$ cat src/rtl/core/frq_pkg.sv
// Shared types and constants for the frame ring queue.
// No dependencies; imported by every module of the block.
package frq_pkg;

    // Field widths fixed by the interface
    localparam int LEN_W  = 12;
    localparam int BYTE_W = 8;
    localparam int CMD_W  = 2;
    localparam int STAT_W = 2;
    localparam int OCC_W  = 4;
    localparam int SETV_W = 8;

    // Command codes
    localparam logic [CMD_W-1:0] CMD_PUSH = 2'd0;
    localparam logic [CMD_W-1:0] CMD_POP  = 2'd1;
    localparam logic [CMD_W-1:0] CMD_SET  = 2'd2;

    // Status codes
    localparam logic [STAT_W-1:0] ST_OK      = 2'd0;
    localparam logic [STAT_W-1:0] ST_DROPPED = 2'd1;
    localparam logic [STAT_W-1:0] ST_TRUNC   = 2'd2;
    localparam logic [STAT_W-1:0] ST_EMPTY   = 2'd3;

    // Reset value of the slot limit register
    localparam logic [LEN_W-1:0] SLOT_LIMIT_RST = 12'd2048;

    // Fraction bits of the reciprocal used to reduce set values
    localparam int RECIP_SH = 17;

endpackage

$ cat src/rtl/core/frq_len_store.sv
// Slot length store: memory of frame lengths with per-slot valid bits.
// Depends on frq_pkg for the length width. Unwritten slots read as zero.
module frq_len_store #(
    parameter int SLOTS = 16,
    parameter int PTR_W = 4
) (
    input  logic                      clk,
    input  logic                      rst_n,
    input  logic                      we,
    input  logic [PTR_W-1:0]          waddr,
    input  logic [frq_pkg::LEN_W-1:0] wdata,
    input  logic                      re,
    input  logic [PTR_W-1:0]          raddr,
    output logic [frq_pkg::LEN_W-1:0] rdata
);
    import frq_pkg::*;

    logic [LEN_W-1:0] len_mem [SLOTS];
    logic [SLOTS-1:0] vld_reg;
    logic [SLOTS-1:0] vld_next;
    logic [LEN_W-1:0] rd_data_reg;
    logic             rd_vld_reg;
    logic             rd_vld_next;

    // Mark a slot valid once its length is written
    always_comb
    begin
        vld_next = vld_reg;
        if (we)
        begin
            vld_next[waddr] = 1'b1;
        end
        rd_vld_next = rd_vld_reg;
        if (re)
        begin
            rd_vld_next = vld_reg[raddr];
        end
    end

    always_ff @(posedge clk or negedge rst_n)
    begin
        if (!rst_n)
        begin
            vld_reg    <= '0;
            rd_vld_reg <= 1'b0;
        end
        else
        begin
            vld_reg    <= vld_next;
            rd_vld_reg <= rd_vld_next;
        end
    end

    // Write and read the length memory
    always_ff @(posedge clk)
    begin
        if (we)
        begin
            len_mem[waddr] <= wdata;
        end
        if (re)
        begin
            rd_data_reg <= len_mem[raddr];
        end
    end

    // Never-written slots read as zero length
    assign rdata = rd_vld_reg ? rd_data_reg : '0;

endmodule

$ cat config.mk
export PLATFORM = sky130hd
export DESIGN_NAME = frq_len_store
export DESIGN_NICKNAME = d
export VERILOG_FILES = /design/src/rtl/core/frq_pkg.sv /design/src/rtl/core/frq_len_store.sv
export SDC_FILE = /design/constraint.sdc
export NUM_CORES = 1
export LEC_CHECK = 0
export BUFFER_PORTS_ARGS = -buffer_cell sky130_fd_sc_hd__buf_4
export CORE_UTILIZATION = 30
export DETAILED_ROUTE_END_ITERATION = 7
export GPL_ROUTABILITY_DRIVEN = 0
export SETUP_SLACK_MARGIN = 0.3
export SLEW_MARGIN = 40
export SYNTH_ARGS = -nofsm -noshare
export SYNTH_HDL_FRONTEND = slang
export SYNTH_SLANG_ARGS = --single-unit
$ cat constraint.sdc
create_clock -name clk -period 1.5 [get_ports clk]
set_input_delay 0.3 -clock clk [delete_from_list [all_inputs] [get_ports clk]]
set_output_delay 0.3 -clock clk [all_outputs]
set_load 0.02 [all_outputs]
Word-level counts from Yosys, hierarchy flattened
Memory sizes are Yosys's and may differ from the RTL's. A register that Yosys moved wholly into a read port is not among the register bits.
Cells that the tools add are included.

word-level totals
  register bits = 17
  RAM bits = 192
  input bits = 24
  output and inout bits = 12
  word-level logic and storage cells = 15
  memories kept = 1

operators by class
  order comparisons = 3
  muxes and demuxes = 7
  bitwise gates (word level) = 1
  reductions and logical operators = 1

memory list
  name     depth  bits a word  rd ports  clocked after Yosys merged registers in  write ports  RTL line             source
  len_mem  16     12           1         1                                        1            frq_len_store.sv:18  logic [LEN_W-1:0] len_mem [SLOTS];

operator list
  cell                number
  $or 16x16->16       1
  $mux 12             1
  $lt 4x5->1 const B  2
  $bmux 1 s4          1
  $demux 1 s4         1
  $ge 4x1->1 const B  1
  $mux 1              4
  $logic_and 1x1->1   1

Depth between registers and ports, before layout
  depth in word-level cells = 5
  depth in mapped cells = 6
  depth with buffers taken out = 4

Worst setup path after synthesis
No wires, ideal clock.

  path type = input to register
  start = input port waddr[2]
  end = memory len_mem[0][0] (enable)
  library setup time = 398 ps
  data arrival time = 1707 ps
  required time = 1102 ps
  path slack = -605 ps
  cell stages on the path = 2
  path buffers = 0
  cell sequence = or3b_2 nor3_1

RTL lines
  element      RTL line             source
  from (decl)  frq_len_store.sv:10  input logic [PTR_W-1:0] waddr,
  to (decl)    frq_len_store.sv:18

Straight into the memory's write port.

Worst setup path in the final report
  start = register rd_vld_reg
  end = output port rdata[2] (netlist bit)

between the ends
  cells in the longest elaborated chain, start to end = 1

RTL lines
  element                 RTL line             source
  from (decl)             frq_len_store.sv:22  logic rd_vld_reg;
  from (signal assigned)  frq_len_store.sv:50  rd_vld_reg <= rd_vld_next;
  $mux 12                 frq_len_store.sv:68  assign rdata = rd_vld_reg ? rd_data_reg : '0;
  to (decl)               frq_len_store.sv:14  output logic [frq_pkg::LEN_W-1:0] rdata

Every way passes these cells.

==> results.toml <==
[final_layout]
area_growth_syn_to_layout_pct = 23.9
nets = 464
max_reg_flops = 192
fill_cells = 2519
post_route_cells_drive_above_1_share_pct = 48.1
final_cells = 836

[routing]
vias = 3849
drt_pass1_iterations = 4
detail-route-antenna-nets = 0
wire_per_inst_um = 20.9
drt_drc_violations_left = 0
detail_route.vias_per_cell = 4.60
detailedRoute.firstIterationViolations = 270
postRouteWirelength_mm = 17.5

[sta]
fmax_ghz = 0.604
timing.final.setup_violations = 24
totalNegativeSetupSlack_ns = -2.63
period_needed_ns = 1.66
worst_slew_margin_rel_pct = 80.0
worst_slack_ns = -0.156
slew_violations = 0
ratio_of_final_minimum_period_to_clock_period_pct = 110
max_slew.worst_pin.slew_ns = 0.301
grt_setup_unrepaired = "true"
finalHoldViolCount = 0
final.setup_skew_ns = 0.0216

[placement]
place.detailed.instances = 792
detailedPlacementHpwl_mm = 10.5
numPortBuffers = 35

[logic_synthesis]
post_synth_xor_area_fraction_pct = 0
ys_ff_latch = 221
synth_commonest_cells = "204 x edfxtp_1, 42 x mux4_1, 22 x mux4_2, 17 x dfrtp_1, 16 x or2_2"
synth.net_count = 380
synth_top_family_by_area = "multiplexers"
synth.most_common_cell = "edfxtp_1"
async_flop_share_pct = 7.69
synth_cell_types = 18
synth-adder-area-share_pct = 0
yosysTopAreaCell = "edfxtp_1"
yosys_warnings = 0
synth_simple_gate_area_share_pct = 3.32
edff_count_synth = 204
mapped_cells = 356
post_synth.cell_area_avg_um2 = 24.1
synth_area_um2 = 8580
yosys.area.top_type_share_pct = 71.4
synth_compound_area_share_pct = 0
synth_seq_area_share_pct = 76.3
synthTopCellsByArea = "edfxtp_1 71%, mux4_1 13%, mux4_2 5.8%"
muxShareOfSynthArea_pct = 19.1
yosys_most_used_dff = "edfxtp_1"

[clock_network]
clk_pin_slew_worst_paths_ns = 0.06
cts_tree = "done"
post_cts_buffers = 0
cts-buffers-inserted = 23
clock_latency_of_the_later_clocked_register_in_the_worst_skew_pair_ns = 0.51
clock_tree_root_buffer_cell = "clkbuf_16"
clock_tree.htree_level_count = 1
clkSinkCount = 221
max_clock_buf_depth = 3

[pwr]
irDropWorstVdd_v = 0.000654
total_chip_power_mw = 13.9
leakagePower_nw = 3.44
power_density_nw_per_um2 = 1310

[critical_path]
reg2regPathDepth = 2
cp_slowest_stage_delay_ns = 0.42
critical_path.slowest_cell = "dfrtp_1"
r2r_start = "len_mem[15][6]"
critical_path_class = "reg -> out"
cp_data_required_time_ns = 1.20
startpoint_type = "flip-flop"
critical_path.cell_chain = "buf_12 -> and2_4 -> buf_6"
timing.critical_path.fanout_max = 6
arrival_worst_endpoint_ns = 1.36
r2r_slack_ns = -0.11
rr_endpoint = "rd_data_reg[6]"
setup.worst_path.end_class = "output pin"
crit_startpoint = "rd_vld_reg"

[die]
floorplan.initialDensity_pct = 30.7
core_area_um2 = 27900
dieArea_um2 = 29300
die_h_um = 171
fp.dieW_um = 171
io_pins = 36
core.rowCount = 61

[global_route]
overflow = 0
grt_first_pass_wirelength_mm = 26.5
grt_use_total_pct = 12.6
first_global_vias = 4216
number_of_antenna_violations_at_the_first_check_in_global_routing = 0
grt_start_max_net_pins = 22

[job]
drv.max_cap_violation_count = 0

[outcome]
outcome = "finished with violations"
violations = "setup timing"

[hold_path]
hold_end = "len_mem[11][1]"
hold_start = "wdata[1]"
min_delay_path_depth = 1
timing.hold.worst.class = "in -> reg"
-- worst max path at each step --
stage               slack, ns              to  cells past startpoint
CTS                     -0.18        rdata[2]                      3
finish                  -0.16        rdata[2]                      3
global placement        -0.45  rd_data_reg[8]                      4
global route            -0.21        rdata[2]                      3
detailed placement      -0.47      rd_vld_reg                      7
floorplan               -0.26  rd_data_reg[0]                      4
-- cell families after synthesis --
group / after synthesis
AND/OR/NAND/NOR: 51
multiplexers: 68
buffers and inverters: 16
flip-flops: 221
-- cells in the final DEF, fill, tap and decap left out --
master and instances:
edfxtp_1 204, mux4_2 64, buf_4 37, buf_12 24, clkbuf_16 23, dfrtp_1 17
or2_2 16, buf_6 13, and2_4 12, nor2_4 12, clkinv_1 6, nor3_4 4
clkinv_2 4, mux2i_1 3, bufinv_16 3, clkbuf_1 3, nand3b_1 2, nand2b_2 2
diode_2 1, nand2_1 1, nand3_2 1, or3b_4 1, mux2_4 1, inv_6 1
clkinvlp_4 1, clkinv_4 1, dlygate4sd3_1 1
-- stage by stage --
| step | util [%] | hold slack, ns | setup WS (ns) | area, um2 |
|---|---|---|---|---|
| final | 38.1 | 0.0782 | -0.156 | 10600 |
| after global routing | 38.1 | 0.0842 | -0.207 | 10600 |
| after CTS | 38.1 | 0.0753 | -0.181 | 10600 |
| after detailed placement | 35.1 | 0.173 | -0.473 | 9800 |
| after global placement | 35.1 | 0.166 | -0.446 | 9800 |
| after floorplan | - | 0.00441 | -0.262 | 8640 |
-- worst max-delay path: cells and delay by family (launching register included) --
kind | cells | cell delay [ns]
buffers and inverters | 2 | 0.29
AND/OR/NAND/NOR | 1 | 0.15
flip-flops | 1 | 0.42
-- area by class of cell --
| class | instances | area, um2 | share of cell area, % |
|---|---|---|---|
| clock inverters | 16 | 158 | 1.48 |
| repair buffers | 75 | 915 | 8.60 |
| multi-input cells | 119 | 1950 | 18.3 |
| flip-flops and latches | 221 | 6550 | 61.6 |
| well taps | 378 | 473 | 4.45 |
| clock buffers | 26 | 587 | 5.52 |
| diodes | 1 | 2.50 | 0.0235 |
-- routing by layer --
layer | global-route usage (%) | part of all wire (%) | up-vias
met1 | 16.5 | 42 | 2067
met5 | 0 | 0 | -
met2 | 21.7 | 51 | 94
met4 | 3.49 | 2.0 | 0
met3 | 2.15 | 5.0 | 25
li1 | - | - | 1663
-- repair_timing --
item	CTS	global route
gates resized for setup	28	0
endpoints found under the setup margin	25	25
hold buffers	1	0
endpoints found under the hold margin	17	0
-- power by group --
group	total, mW	leakage [nW]	internal [mW]	switching (mW)
Sequential	7.05	2.03	6.97	0.0808
Combinational	1.27	1.05	0.697	0.576
Clock	5.57	0.363	3.33	2.24
Note: power is estimated with default switching activity, not from simulation.
